===== src/rtl/lef_pkg.sv =====
// shared types, constants and register codes of the laplacian edge filter
`default_nettype none

package lef_pkg;

  // fixed field widths
  localparam int unsigned PixelBits   = 8;
  localparam int unsigned CfgW        = 11;
  localparam int unsigned GainW       = 8;
  localparam int unsigned EdgeW       = 15;
  localparam int unsigned CfgIdxW     = 2;

  // default line store depth
  localparam int unsigned LefMaxWidth = 1024;

  // depth of the request queue between front and back
  localparam int unsigned LefQueueDepth = 2;

  // laplacian spans -4*max..4*max, three bits above the pixel
  localparam int unsigned LapW  = PixelBits + 3;
  localparam int unsigned ProdW = LapW + GainW + 1;

  localparam int EdgeMax = 16383;
  localparam int EdgeMin = -16384;

  // configuration register indexes
  localparam logic [CfgIdxW-1:0] CfgImageWidth  = 2'd0;
  localparam logic [CfgIdxW-1:0] CfgImageHeight = 2'd1;
  localparam logic [CfgIdxW-1:0] CfgGain        = 2'd2;

  localparam logic [CfgW-1:0]  ResetWidth  = 11'd640;
  localparam logic [CfgW-1:0]  ResetHeight = 11'd480;
  localparam logic [GainW-1:0] ResetGain   = 8'd24;

  // request kinds
  localparam logic OpPixel = 1'b0;
  localparam logic OpDrain = 1'b1;

  typedef struct packed {
    logic                 op;
    logic [PixelBits-1:0] pixel;
  } lef_in_t;

  typedef struct packed {
    logic signed [EdgeW-1:0] edge_value;
    logic                    end_of_row;
    logic                    end_of_frame;
  } lef_out_t;

  // classified request handed from front to back
  typedef struct packed {
    logic                 store;
    logic                 first_row;
    logic                 draining;
    logic                 last_col;
    logic [PixelBits-1:0] pix;
  } lef_cmd_t;

endpackage

`default_nettype wire


===== src/rtl/lef_fifo.sv =====
// small request queue between front and back
`default_nettype none

module lef_fifo import lef_pkg::*; #(
  parameter int unsigned DataW = 8,
  parameter int unsigned Depth = LefQueueDepth,
  localparam int unsigned PtrW = (Depth > 1) ? $clog2(Depth) : 1,
  localparam int unsigned CntW = $clog2(Depth + 1)
) (
  input  wire logic             clk_i,
  input  wire logic             rst_ni,
  input  wire logic             push_i,
  input  wire logic [DataW-1:0] data_i,
  input  wire logic             pop_i,
  output logic                  full_o,
  output logic                  empty_o,
  output logic [DataW-1:0]      data_o
);

  logic [DataW-1:0] mem_q [Depth];
  logic [PtrW-1:0]  wr_q, rd_q;
  logic [CntW-1:0]  cnt_q;
  logic             do_push, do_pop;

  assign full_o  = (cnt_q == CntW'(Depth));
  assign empty_o = (cnt_q == '0);
  assign do_push = push_i && !full_o;
  assign do_pop  = pop_i && !empty_o;
  assign data_o  = mem_q[rd_q];

  always_ff @(posedge clk_i) begin
    if (do_push) begin
      mem_q[wr_q] <= data_i;
    end
  end

  always_ff @(posedge clk_i or negedge rst_ni) begin
    if (!rst_ni) begin
      wr_q  <= '0;
      rd_q  <= '0;
      cnt_q <= '0;
    end else begin
      if (do_push) begin
        wr_q <= (wr_q == PtrW'(Depth - 1)) ? '0 : wr_q + PtrW'(1);
      end
      if (do_pop) begin
        rd_q <= (rd_q == PtrW'(Depth - 1)) ? '0 : rd_q + PtrW'(1);
      end
      if (do_push && !do_pop) begin
        cnt_q <= cnt_q + CntW'(1);
      end else if (do_pop && !do_push) begin
        cnt_q <= cnt_q - CntW'(1);
      end
    end
  end

endmodule

`default_nettype wire


===== config.mk =====
export PLATFORM = sky130hd
export DESIGN_NAME = lef_fifo
export DESIGN_NICKNAME = d
export VERILOG_FILES = /design/src/rtl/lef_pkg.sv /design/src/rtl/lef_fifo.sv
export SDC_FILE = /design/constraint.sdc
export NUM_CORES = 1
export LEC_CHECK = 0
export BUFFER_PORTS_ARGS = -buffer_cell sky130_fd_sc_hd__buf_2
export CORE_MARGIN = 3
export CORE_UTILIZATION = 45
export DETAILED_ROUTE_END_ITERATION = 10
export PLACE_DENSITY = 0.7
export SKIP_LAST_GASP = 1
export SLEW_MARGIN = 0
export SYNTH_ARGS = -nofsm -noshare
export SYNTH_HDL_FRONTEND = slang
export SYNTH_SLANG_ARGS = --single-unit

===== constraint.sdc =====
create_clock -name clk_i -period 2.13 [get_ports clk_i]
set_input_delay 0 -clock clk_i [delete_from_list [all_inputs] [get_ports clk_i]]
set_output_delay 0 -clock clk_i [all_outputs]
set_load 0.01 [all_outputs]

==> results.json <==
{
  "status": "finished, final reports clean",
  "final_nets": 93,
  "finalHoldViolations": 0,
  "timing.rr.start": "cnt_q[0]$_DFFE_PN0P_",
  "critPathKind": "reg -> reg",
  "clkPwrFrac_pct": 14.4,
  "ys_ff_latch": 20,
  "crit_arrival_ns": 1.69,
  "reg2reg_slack_ns": 0.66,
  "filler_cell_count": 122,
  "yosys_warnings": 0,
  "synth_common_cells": "edfxtp_1 (16), mux2_1 (6), dfrtp_1 (4), nor2_1 (3)",
  "diodes": 0,
  "wl_met3_um": 56,
  "crit_top_cell": "xor2_1",
  "grt_pass1_wl_um": 1904,
  "cts_inserted_buffers": 3,
  "grt_setup_unrepaired": "false",
  "cp-endpoint": "cnt_q[1]$_DFFE_PN0P_",
  "design_power_total_mw": 1.227,
  "fmax_mhz": 679.3,
  "fin_util_pct": 65.71,
  "path_cells": "nand2b_1, nand2_2, inv_1, ha_1, xor2_1, nor2_1, xor2_1",
  "cp-startpoint": "cnt_q[0]$_DFFE_PN0P_",
  "p_leak_nw": 0.4362,
  "postSynthCellCount": 44,
  "port_buffers": 21,
  "gp_congestion": 0.6665,
  "fin_tns_setup_ns": 0,
  "p_int_mw": 0.8393,
  "ctsHtreeMaxLevel": 1,
  "grt_usage_pct": 12.80,
  "first_global_vias": 450,
  "fin_skew_ns": 0.008006,
  "synth_cell_types": 15,
  "drt_first_pass_iters": 5,
  "p_sw_mw": 0.3875,
  "ir_worst_vdd_mv": 0.8492,
  "max-slew-margin-rel_pct": 73.03,
  "synth_area_leaders": "edfxtp_1 (61%), dfrtp_1 (13%), mux2_1 (8.6%)",
  "routed-wl-met2_um": 578,
  "dieArea_sq_mm": 0.002274,
  "worstPathRequired_ns": 2.34,
  "drive_gt1_share_pct": 36.71,
  "synth_seq_area_share_pct": 74.24,
  "syn_area_per_cell_sq_um": 17.77,
  "post_cts_buffers": 0,
  "synthArstFlopShare_pct": 20.00,
  "timing.final.ws_setup_ns": 0.6580,
  "maxCapViolCount": 0,
  "yosys_most_used_dff": "edfxtp_1",
  "netlist.area_leader.share_pct": 61.44,
  "power_density_mw_per_mm2": 1184,
  "grt_max_degree": 12,
  "p_seq_share_pct": 51.3,
  "synth_area_sq_um": 782.0,
  "cts_root_buf": "clkbuf_4",
  "start_util_pct": 49.60,
  "core_area_sq_mm": 0.001577,
  "final_antenna_net_count": 0,
  "cpPeakStageDelay_ns": 0.44,
  "p_comb_share_pct": 34.3,
  "drv_slew": 0,
  "wl_per_cell_um": 12.46,
  "path_max_fanout": 5,
  "cts_sinks": 20,
  "area_growth_pct": 32.48,
  "final_cells": 95,
  "cp-end-kind": "flop",
  "rows": 14,
  "cp_slowest_cell": "dfrtp_1",
  "clk_pin_slew_ns": 0.10,
  "antenna_found_initial": 0,
  "dieWidth_um": 47.69,
  "synth_edf_count": 16,
  "pin_count": 22,
  "grt_overflow": 0,
  "period_needed_ns": 1.472,
  "met1_length_um": 539,
  "topRoutingLayerUsed": "met4",
  "wl_um": 1184,
  "post-route-period-util_pct": 69.11,
  "dp_cells": 81,
  "dieHeight_um": 47.69,
  "synth_most_common_cell": "edfxtp_1",
  "worst_slew_pin_slew_ns": 0.4046,
  "route.detailed.drc": 0,
  "reg2reg_depth": 7,
  "cts_buffer_depth": 2,
  "drt_iter0_drc": 11,
  "viasPerCell": 4.863,
  "rr_endpoint": "cnt_q[1]$_DFFE_PN0P_",
  "yosys.area.top_type": "edfxtp_1",
  "vias": 462,
  "p_sw_share_pct": 31.59,
  "setup_viol": 0,
  "synth.net_count": 57,
  "cts_tree": "done",
  "clk_latency_ns": 0.29,
  "dp_slack_ns": 0.6685,
  "hp-class": "in -> reg",
  "start_kind": "flop"
}
cell families after synthesis:
logic type | after synthesis | share of synthesized area [%]
AND/OR/NAND/NOR | 6 | 3.841
AO/OA/AOI/OAI | 1 | 0.6394
buffers and inverters | 3 | 1.600
XOR/XNOR | 5 | 6.561
adder cells (fa/ha/maj) | 1 | 1.600
multiplexers | 8 | 11.52
flip-flops | 20 | 74.24
critical path: cells and delay by family, from the launching register on:
kind,cells,cell delay (ns)
AND/OR/NAND/NOR,3,0.44
flip-flops,1,0.44
buffers and inverters,1,0.05
XOR/XNOR,2,0.29
adder cells (fa/ha/maj),1,0.19
what timing repair did:
action,CTS,global route
hold endpoints to repair,21,0
hold buffers,10,0
gates resized for setup,0,0
per-stage QoR:
step	hold WS, ns	area [sq um]
finish	0.04830	1036
global route	0.06208	1036
CTS	0.03030	1036
detailed placement	-0.1864	909.6
global placement	-0.1877	909.6
floorplan	-0.2956	782.0
layout by cell type, fill, tap and decap left out, types with 2 or more instances in the layout:
master         instances
nor2_1                 3
inv_1                  2
dfrtp_1                4
buf_2                 21
mux2_2                 2
dlygate4sd3_1         10
xor2_1                 2
mux2_1                 6
edfxtp_1              16
xnor2_1                2
clkbuf_4               3
metal layers:
layer	global-route usage, %	up-vias
li1	-	232
met1	17.32	215
met2	17.41	13
met3	4.511	2
met4	8.065	0
met5	0	-
sequential cells by signal (all words and copies together), names as in the netlist:
name and flops:
mem_q 16, cnt_q 2, rd_q 1, wr_q 1
power groups by stage:
stage          clock network [mW]  registers (mW)  logic [mW]
2_1_floorplan                   0           0.596       0.309
3_3_place_gp                    0           0.635       0.407
3_5_place_dp                    0           0.640       0.411
4_1_cts                     0.184           0.631       0.427
5_1_grt                     0.198           0.650       0.472
6_report                    0.177           0.629       0.421
worst min path at each step:
stage | start | endpoint | cells past startpoint
floorplan | rst_ni | cnt_q[0]$_DFFE_PN0P_ | 0
global placement | rst_ni | cnt_q[1]$_DFFE_PN0P_ | 1
detailed placement | rst_ni | cnt_q[1]$_DFFE_PN0P_ | 1
CTS | rst_ni | cnt_q[0]$_DFFE_PN0P_ | 2
global route | rst_ni | wr_q$_DFFE_PN0N_ | 2
finish | pop_i | rd_q$_DFFE_PN0P_ | 3
layout make-up:
class | instances | area, sq um | share of cell area [%]
Clock buffer | 4 | 26.28 | 2.536
Sequential cell | 20 | 580.6 | 56.04
Inverter | 2 | 7.507 | 0.7246
Multi-Input combinational cell | 21 | 188.9 | 18.24
Tap cell | 16 | 20.02 | 1.932
Timing Repair Buffer | 32 | 212.7 | 20.53
Note: power is estimated with default switching activity, not from simulation.
