==> config.mk <==
export PLATFORM = sky130hd
export DESIGN_NAME = lef_front
export DESIGN_NICKNAME = d
export VERILOG_FILES = /design/src/rtl/lef_pkg.sv /design/src/rtl/lef_front.sv
export SDC_FILE = /design/constraint.sdc
export NUM_CORES = 1
export LEC_CHECK = 0
export BUFFER_PORTS_ARGS = -buffer_cell sky130_fd_sc_hd__buf_2
export CORE_MARGIN = 2
export CORE_UTILIZATION = 46
export CTS_BUF_LIST = sky130_fd_sc_hd__clkbuf_8
export DETAILED_ROUTE_END_ITERATION = 10
export PLACE_DENSITY = 0.78
export SKIP_CTS_REPAIR_TIMING = 1
export SLEW_MARGIN = 40
export SYNTH_ARGS = -nofsm -noshare
export SYNTH_HDL_FRONTEND = slang
export SYNTH_SLANG_ARGS = --single-unit
==> constraint.sdc <==
create_clock -name clk_i -period 6.8 [get_ports clk_i]
set_clock_uncertainty 0.05 [all_clocks]
set_input_delay 0 -clock clk_i [delete_from_list [all_inputs] [get_ports clk_i]]
set_output_delay 0 -clock clk_i [all_outputs]
set_load 0.01 [all_outputs]
==> src/rtl/lef_pkg.sv <==
// shared types, constants and register codes of the laplacian edge filter
`default_nettype none

package lef_pkg;

  // fixed field widths
  localparam int unsigned PixelBits   = 8;
  localparam int unsigned CfgW        = 11;
  localparam int unsigned GainW       = 8;
  localparam int unsigned EdgeW       = 15;
  localparam int unsigned CfgIdxW     = 2;

  // default line store depth
  localparam int unsigned LefMaxWidth = 1024;

  // depth of the request queue between front and back
  localparam int unsigned LefQueueDepth = 2;

  // laplacian spans -4*max..4*max, three bits above the pixel
  localparam int unsigned LapW  = PixelBits + 3;
  localparam int unsigned ProdW = LapW + GainW + 1;

  localparam int EdgeMax = 16383;
  localparam int EdgeMin = -16384;

  // configuration register indexes
  localparam logic [CfgIdxW-1:0] CfgImageWidth  = 2'd0;
  localparam logic [CfgIdxW-1:0] CfgImageHeight = 2'd1;
  localparam logic [CfgIdxW-1:0] CfgGain        = 2'd2;

  localparam logic [CfgW-1:0]  ResetWidth  = 11'd640;
  localparam logic [CfgW-1:0]  ResetHeight = 11'd480;
  localparam logic [GainW-1:0] ResetGain   = 8'd24;

  // request kinds
  localparam logic OpPixel = 1'b0;
  localparam logic OpDrain = 1'b1;

  typedef struct packed {
    logic                 op;
    logic [PixelBits-1:0] pixel;
  } lef_in_t;

  typedef struct packed {
    logic signed [EdgeW-1:0] edge_value;
    logic                    end_of_row;
    logic                    end_of_frame;
  } lef_out_t;

  // classified request handed from front to back
  typedef struct packed {
    logic                 store;
    logic                 first_row;
    logic                 draining;
    logic                 last_col;
    logic [PixelBits-1:0] pix;
  } lef_cmd_t;

endpackage

`default_nettype wire

==> src/rtl/lef_front.sv <==
// front end: frame counters and classification of each request
`default_nettype none

module lef_front import lef_pkg::*; #(
  parameter int unsigned MAX_WIDTH = LefMaxWidth,
  localparam int unsigned ColW = $clog2(MAX_WIDTH),
  localparam int unsigned EffW = ColW + 1
) (
  input  wire logic            clk_i,
  input  wire logic            rst_ni,
  input  wire logic            req_i,
  input  wire lef_in_t         in_data_i,
  input  wire logic [CfgW-1:0] width_i,
  input  wire logic [CfgW-1:0] height_i,
  output logic                 push_o,
  output lef_cmd_t             cmd_o,
  output logic [ColW-1:0]      col_o
);

  logic [ColW-1:0] col_q, col_d, col_n;
  logic [CfgW-1:0] row_q, row_d, row_n;
  logic [EffW-1:0] eff_w;
  logic [CfgW-1:0] eff_h;
  logic            draining, take, last_col, store;

  always_comb begin
    if (width_i == '0) begin
      eff_w = EffW'(1);
    end else if (32'(width_i) > 32'(MAX_WIDTH)) begin
      eff_w = EffW'(MAX_WIDTH);
    end else begin
      eff_w = EffW'(width_i);
    end
    eff_h = (height_i == '0) ? CfgW'(1) : height_i;
  end

  always_comb begin
    col_n = ({1'b0, col_q} >= eff_w) ? '0 : col_q;
    row_n = row_q;
    // a row count past the height restarts the frame
    if (row_q > eff_h) begin
      row_n = '0;
      col_n = '0;
    end
    draining = (row_n == eff_h);
    take     = ((in_data_i.op == OpDrain) == draining);
    last_col = (({1'b0, col_n} + EffW'(1)) == eff_w);
    store    = (row_n == '0);

    col_d = col_n;
    row_d = row_n;
    if (take) begin
      if (last_col) begin
        col_d = '0;
        if (store) begin
          row_d = CfgW'(1);
        end else if (draining) begin
          row_d = '0;
        end else begin
          row_d = row_n + CfgW'(1);
        end
      end else begin
        col_d = col_n + ColW'(1);
      end
    end
  end

  always_ff @(posedge clk_i or negedge rst_ni) begin
    if (!rst_ni) begin
      col_q <= '0;
      row_q <= '0;
    end else if (req_i) begin
      col_q <= col_d;
      row_q <= row_d;
    end
  end

  assign push_o          = req_i && take;
  assign cmd_o.store     = store;
  assign cmd_o.first_row = (row_n == CfgW'(1));
  assign cmd_o.draining  = draining;
  assign cmd_o.last_col  = last_col;
  assign cmd_o.pix       = in_data_i.pixel;
  assign col_o           = col_n;

endmodule

`default_nettype wire

==> results of run 1 <==
[Yosys cell counts (all sizes together), types with 2 or more instances]
cell type  number  area [sq um]
a21o            3          22.5
o41ai           4          35.0
ha             25           313
a31oi           7          43.8
nand3          23           115
o211ai          7          52.6
dfrtp          21           526
o311ai          2          17.5
clkbuf         16          61.3
clkinv          2          7.51
nand2b          8          50.1
o22ai           2          12.5
a211oi          3          22.5
o41a            4          45.0
mux2            2          22.5
a31o            4          35.0
nand2          50           195
a2bb2oi         2          17.5
a311oi          2          17.5
and3            5          31.3
nor2           22          82.6
nand4           9          56.3
and2            3          18.8
o21a            2          15.0
o221ai          5          43.8
buf            13          97.6
xor2            2          17.5
nor3           10          50.1
xnor2          11           104
o311a           3          30.0
nor4            8          65.1
o211a           2          20.0
o21ai          19          95.1
or2             2          12.5
a21oi          14          70.1
a22o            2          17.5
inv            31           116
nor2b           6          37.5
o31ai           2          15.0
or3             3          18.8
a21boi          2          15.0
[worst max-delay path: stages]
cell and delay [ns]:
buf_2 0.11, or4_1 0.54, o41a_1 0.48, inv_1 0.10
ha_1 0.22, nand2b_1 0.14, a211oi_1 0.23, o311a_1 0.23
o21a_1 0.25, nand2_1 0.31, nor2_1 0.28, ha_1 0.32
nand3_1 0.22, nor3_1 0.57, xnor2_1 0.15, o21ai_0 0.15
o21ai_0 0.10, a31oi_1 0.28, nor4_4 0.07, buf_4 0.21
and2b_1 0.25, nand2_1 0.18, o311ai_0 0.48
[state kept, by name (all words and copies together), names as in the netlist]
register  flops
row_q        11
col_q        10
[cell type report]
type | count | area, sq um
Multi-Input combinational cell | 300 | 2030
Fill cell | 571 | 2790
Sequential cell | 21 | 526
Inverter | 33 | 124
Clock buffer | 3 | 41.3
Timing Repair Buffer | 53 | 320
Clock inverter | 1 | 5.00
Tap cell | 75 | 93.8
[worst max-delay path by stage]
stage / startpoint / to / slack [ns] / cells after the start
after floorplan: width_i[5] / row_q[7] / 1.50 / 23
after global placement: width_i[5] / col_q[7] / 1.19 / 23
after detailed placement: width_i[5] / col_q[7] / 0.84 / 23
after CTS: width_i[5] / col_q[7] / 1.11 / 23
after global routing: width_i[5] / col_q[7] / 0.56 / 23
final: width_i[5] / col_q[7] / 0.99 / 23
[power by group through the flow]
| stage | sequential (mW) | combinational [mW] | clock [mW] |
|---|---|---|---|
| detailed placement | 0.224 | 0.455 | 0 |
| CTS | 0.222 | 0.457 | 0.0872 |
| finish | 0.223 | 0.469 | 0.0873 |
| floorplan | 0.197 | 0.348 | 0 |
| global route | 0.230 | 0.525 | 0.0931 |
| global placement | 0.225 | 0.448 | 0 |
[metal layers]
layer	share of wire	wire, um	vias to the layer above	GRT usage
met5	0	0	-	0
met4	0.017	134	0	0.0800
met3	0.083	663	16	0.0315
met2	0.46	3710	166	0.390
met1	0.44	3520	1444	0.334
li1	-	-	1468	-
[kinds of logic (layout without fill, tap and decap cells)]
family,after synthesis,in the layout,synth area share
AOI/OAI and AO/OA,102,102,0.265
xor gates and xnor gates,13,13,0.0429
adders and majority gates,25,25,0.111
buffers and inverters,62,90,0.100
DFF,21,21,0.186
muxes,3,3,0.0115
and+or+nand+nor,157,157,0.284
==> impl_metrics.env, run 1 <==
export IMPL_status="completed"
export IMPL_syn2layout_area_growth_pct=10.9
export IMPL_drt_iter0_drc=359
export IMPL_fin_crit_sh=0.855
export IMPL_min_period_ns=5.81
export IMPL_cts_clk_slew_worst_paths_ns=0.09
export IMPL_p_leak_nw=1.42
export IMPL_grt_first_pass_wirelength_um=13000
export IMPL_grt_use_total=0.243
export IMPL_required_ns=6.87
export IMPL_final_cell_mix="nand2_1, buf_2, inv_1"
export IMPL_fin_cells=486
export IMPL_dpl_cell_area_sq_um=2990
export IMPL_row_count=28
export IMPL_post_drt_wl_per_cell_um=16.5
export IMPL_syn_nets=442
export IMPL_die_h_um=82.4
export IMPL_dieArea_sq_um=6790
export IMPL_drv_cap=0
export IMPL_worstSkewPairLatency_ns=0.27
export IMPL_drt_wl_total_um=8030
export IMPL_core_area_sq_um=5920
export IMPL_p_comb_frac=0.602
export IMPL_startpoint_type="input port"
export IMPL_hold_end="row_q[0]"
export IMPL_clock_sinks=21
export IMPL_synth_edf_count=0
export IMPL_drive_gt1_frac=0.151
export IMPL_place_inst=473
export IMPL_overflow=0
export IMPL_synth_area_per_cell_sq_um=7.38
export IMPL_hold_slack_ns=0.100
export IMPL_chipWidth_um=82.4
export IMPL_start_util=0.478
export IMPL_rsz0062_at_grt="false"
export IMPL_gp_congestion=0.914
export IMPL_rrSetupSlack_ns=1.27
export IMPL_ir_worst_vdd_v=0.000177
export IMPL_post_route_util=0.530
export IMPL_num_vias=3094
export IMPL_clkPwrFrac=0.112
export IMPL_ys_seq_area_frac=0.186
export IMPL_nNetsFinal=471
export IMPL_netlist_cell_type_count=68
export IMPL_finalPower_uw=780
export IMPL_cp_max_fo=18
export IMPL_final_area_sq_um=3140
export IMPL_critical_path_arrival_ns=5.88
export IMPL_tns_ns=0
export IMPL_grt_pass1_vias=2773
export IMPL_io_buffers=40
export IMPL_crit_type="input port to register"
export IMPL_yosys_warnings=0
export IMPL_fmax_ghz=0.172
export IMPL_synthesis_instances=383
export IMPL_hpwl_um=6140
export IMPL_synth_area_sq_um=2830
export IMPL_min_path_cells=2
export IMPL_synth_ff_type="dfrtp_1"
export IMPL_tightest_slew_ns=0.888
export IMPL_final_common_cell="nand2_1"
export IMPL_antenna_cells=0
export IMPL_layout_setup_ws_ns=0.986
export IMPL_hp_start="req_i"
export IMPL_slew_violations=0
export IMPL_p_per_area_nw_per_um2=249
export IMPL_hold_violations=0
export IMPL_drc=0
export IMPL_ys_ff_latch=21
export IMPL_ys_async_sr_fraction=1.00
export IMPL_dp_slack_ns=0.836
export IMPL_power_switching_uw=387
export IMPL_htreeDepth=1
export IMPL_numCtsBuffers=3
export IMPL_r2r_start="row_q[9]"
export IMPL_first_pass_iters=5
export IMPL_postRouteAntennaNets=0
export IMPL_pin_count=57
export IMPL_cts_root_buf="clkbuf_8"
export IMPL_via_per_inst=6.37
export IMPL_cts_tree="built"
export IMPL_switching_share=0.496
export IMPL_rr_endpoint="col_q[7]"
export IMPL_r2r_cells=19
export IMPL_p_int_uw=393
export IMPL_crit_path_end_kind="register"
export IMPL_clk_path_buf_depth=2
export IMPL_relSlewSlack=0.402
export IMPL_hp_class="input port to register"
export IMPL_antenna_found_initial=0
export IMPL_grt_max_degree=23
export IMPL_sequentialPowerShare=0.286
export IMPL_setup_violations=0
No activity file was read; power rests on OpenSTA's default activity.
==> inputs of run 2 (changes only) <==
- MAX_ROUTING_LAYER: not set -> met4
==> impl_metrics.env, run 2 (same netlist as run 1, synthesis figures left out) <==
export IMPL_antenna_found_initial=0
export IMPL_gp_congestion=0.928
export IMPL_clk_path_buf_depth=2
export IMPL_ir_worst_vdd_v=0.000204
export IMPL_layout_setup_ws_ns=0.933
export IMPL_hp_class="input port to register"
export IMPL_drive_gt1_frac=0.149
export IMPL_die_h_um=82.4
export IMPL_tns_ns=0
export IMPL_via_per_inst=6.35
export IMPL_relSlewSlack=0.461
export IMPL_postRouteAntennaNets=0
export IMPL_crit_path_end_kind="register"
export IMPL_grt_max_degree=24
export IMPL_overflow=0
export IMPL_syn2layout_area_growth_pct=10.6
export IMPL_finalPower_uw=781
export IMPL_worstSkewPairLatency_ns=0.26
export IMPL_fmax_ghz=0.170
export IMPL_clock_sinks=21
export IMPL_reg_top3="row_q x11, col_q x10"
export IMPL_critical_path_arrival_ns=5.95
export IMPL_rsz0062_at_grt="false"
export IMPL_final_common_cell="nand2_1"
export IMPL_drv_cap=0
export IMPL_fin_crit_sh=0.863
export IMPL_largest_reg_flops=11
export IMPL_hold_violations=0
export IMPL_nFillCells=573
export IMPL_min_period_ns=5.87
export IMPL_htreeDepth=1
export IMPL_tightest_slew_ns=0.802
export IMPL_crit_type="register to register"
export IMPL_nNetsFinal=470
export IMPL_cts_root_buf="clkbuf_8"
export IMPL_first_pass_iters=5
export IMPL_chipWidth_um=82.4
export IMPL_row_count=28
export IMPL_start_util=0.478
export IMPL_numCtsBuffers=3
export IMPL_drt_iter0_drc=360
export IMPL_setup_violations=0
export IMPL_top_register="row_q"
export IMPL_cp_max_fo=23
export IMPL_drc=0
export IMPL_num_vias=3079
export IMPL_slew_violations=0
export IMPL_dp_slack_ns=0.844
export IMPL_hpwl_um=6100
export IMPL_antenna_cells=0
export IMPL_startpoint_type="register"
export IMPL_core_area_sq_um=5920
export IMPL_p_per_area_nw_per_um2=250
export IMPL_drt_wl_total_um=8150
export IMPL_final_cell_mix="nand2_1, buf_2, inv_1"
export IMPL_status="completed"
export IMPL_pin_count=57
export IMPL_grt_first_pass_wirelength_um=13000
export IMPL_p_leak_nw=1.41
export IMPL_cts_clk_slew_worst_paths_ns=0.08
export IMPL_dieArea_sq_um=6790
export IMPL_required_ns=6.88
export IMPL_post_drt_wl_per_cell_um=16.8
export IMPL_grt_use_total=0.251
export IMPL_io_buffers=40
export IMPL_grt_pass1_vias=2799
export IMPL_cts_tree="built"
run 2: changes by cell type in the layout (fill, tap and decap cells not counted):
cell | before | now
buf_4 | 4 | 3
run 2: metrics by stage:
step           area (sq um)  std cells  hold WS (ns)   util
6_report               3130        485         0.129  0.528
5_1_grt                3130        485         0.133  0.528
4_1_cts                3030        476        -0.347  0.512
3_5_place_dp           2990        472       -0.0617  0.504
3_3_place_gp           2990        472       -0.0657  0.504
2_1_floorplan          2830        383        -0.346      -
run 2: worst paths after layout:
kind,start,end,slack [ns],cells after the start
setup / recovery,row_q[9],col_q[7],0.93,19
hold / removal,req_i,row_q[0],0.13,2
setup reg to reg,row_q[9],col_q[7],0.93,19
hold reg to reg,col_q[1],col_q[1],0.58,1
max in group asynchronous,rst_ni,row_q[5],6.18,2
min in group asynchronous,rst_ni,row_q[3],0.18,2
run 2: area by class of cell:
cell class,instances,area (sq um),area share
repair buffers,52,313,0.100
multi-input cells,300,2030,0.648
clock buffers,3,41.3,0.0132
flip-flops and latches,21,526,0.168
inverters,33,124,0.0396
well taps,75,93.8,0.0300
clock inverters,1,5.00,0.00160
run 2: per-layer routing:
metal,part of all wire,track usage,routed length (um),vias up
li1,-,-,-,1467
met1,0.46,0.349,3760,1440
met2,0.46,0.390,3770,158
met3,0.067,0.0326,547,14
met4,0.0080,0.0533,65,0
met5,0,-,0,-
run 2: worst max-delay path: stages (launching register included):
cell and delay, ns:
dfrtp_1 0.50, ha_1 0.35, nand3_1 0.11, nor3_1 0.28, and4_1 0.29, a31o_2 0.43
nand2_1 0.40, nor2_1 0.31, ha_1 0.32, nand3_1 0.23, nor3_1 0.55, xnor2_1 0.17
o21ai_0 0.17, o21ai_0 0.10, a31oi_1 0.30, nor4_4 0.08, buf_4 0.22, and2b_1 0.24
nand2_1 0.19, o311ai_0 0.42
run 2: power by group:
group          switching (mW)  internal, mW  leakage (nW)
combinational           0.280         0.195          1.13
sequential             0.0673         0.157         0.261
clock                  0.0418        0.0408        0.0255
total                   0.389         0.393          1.41
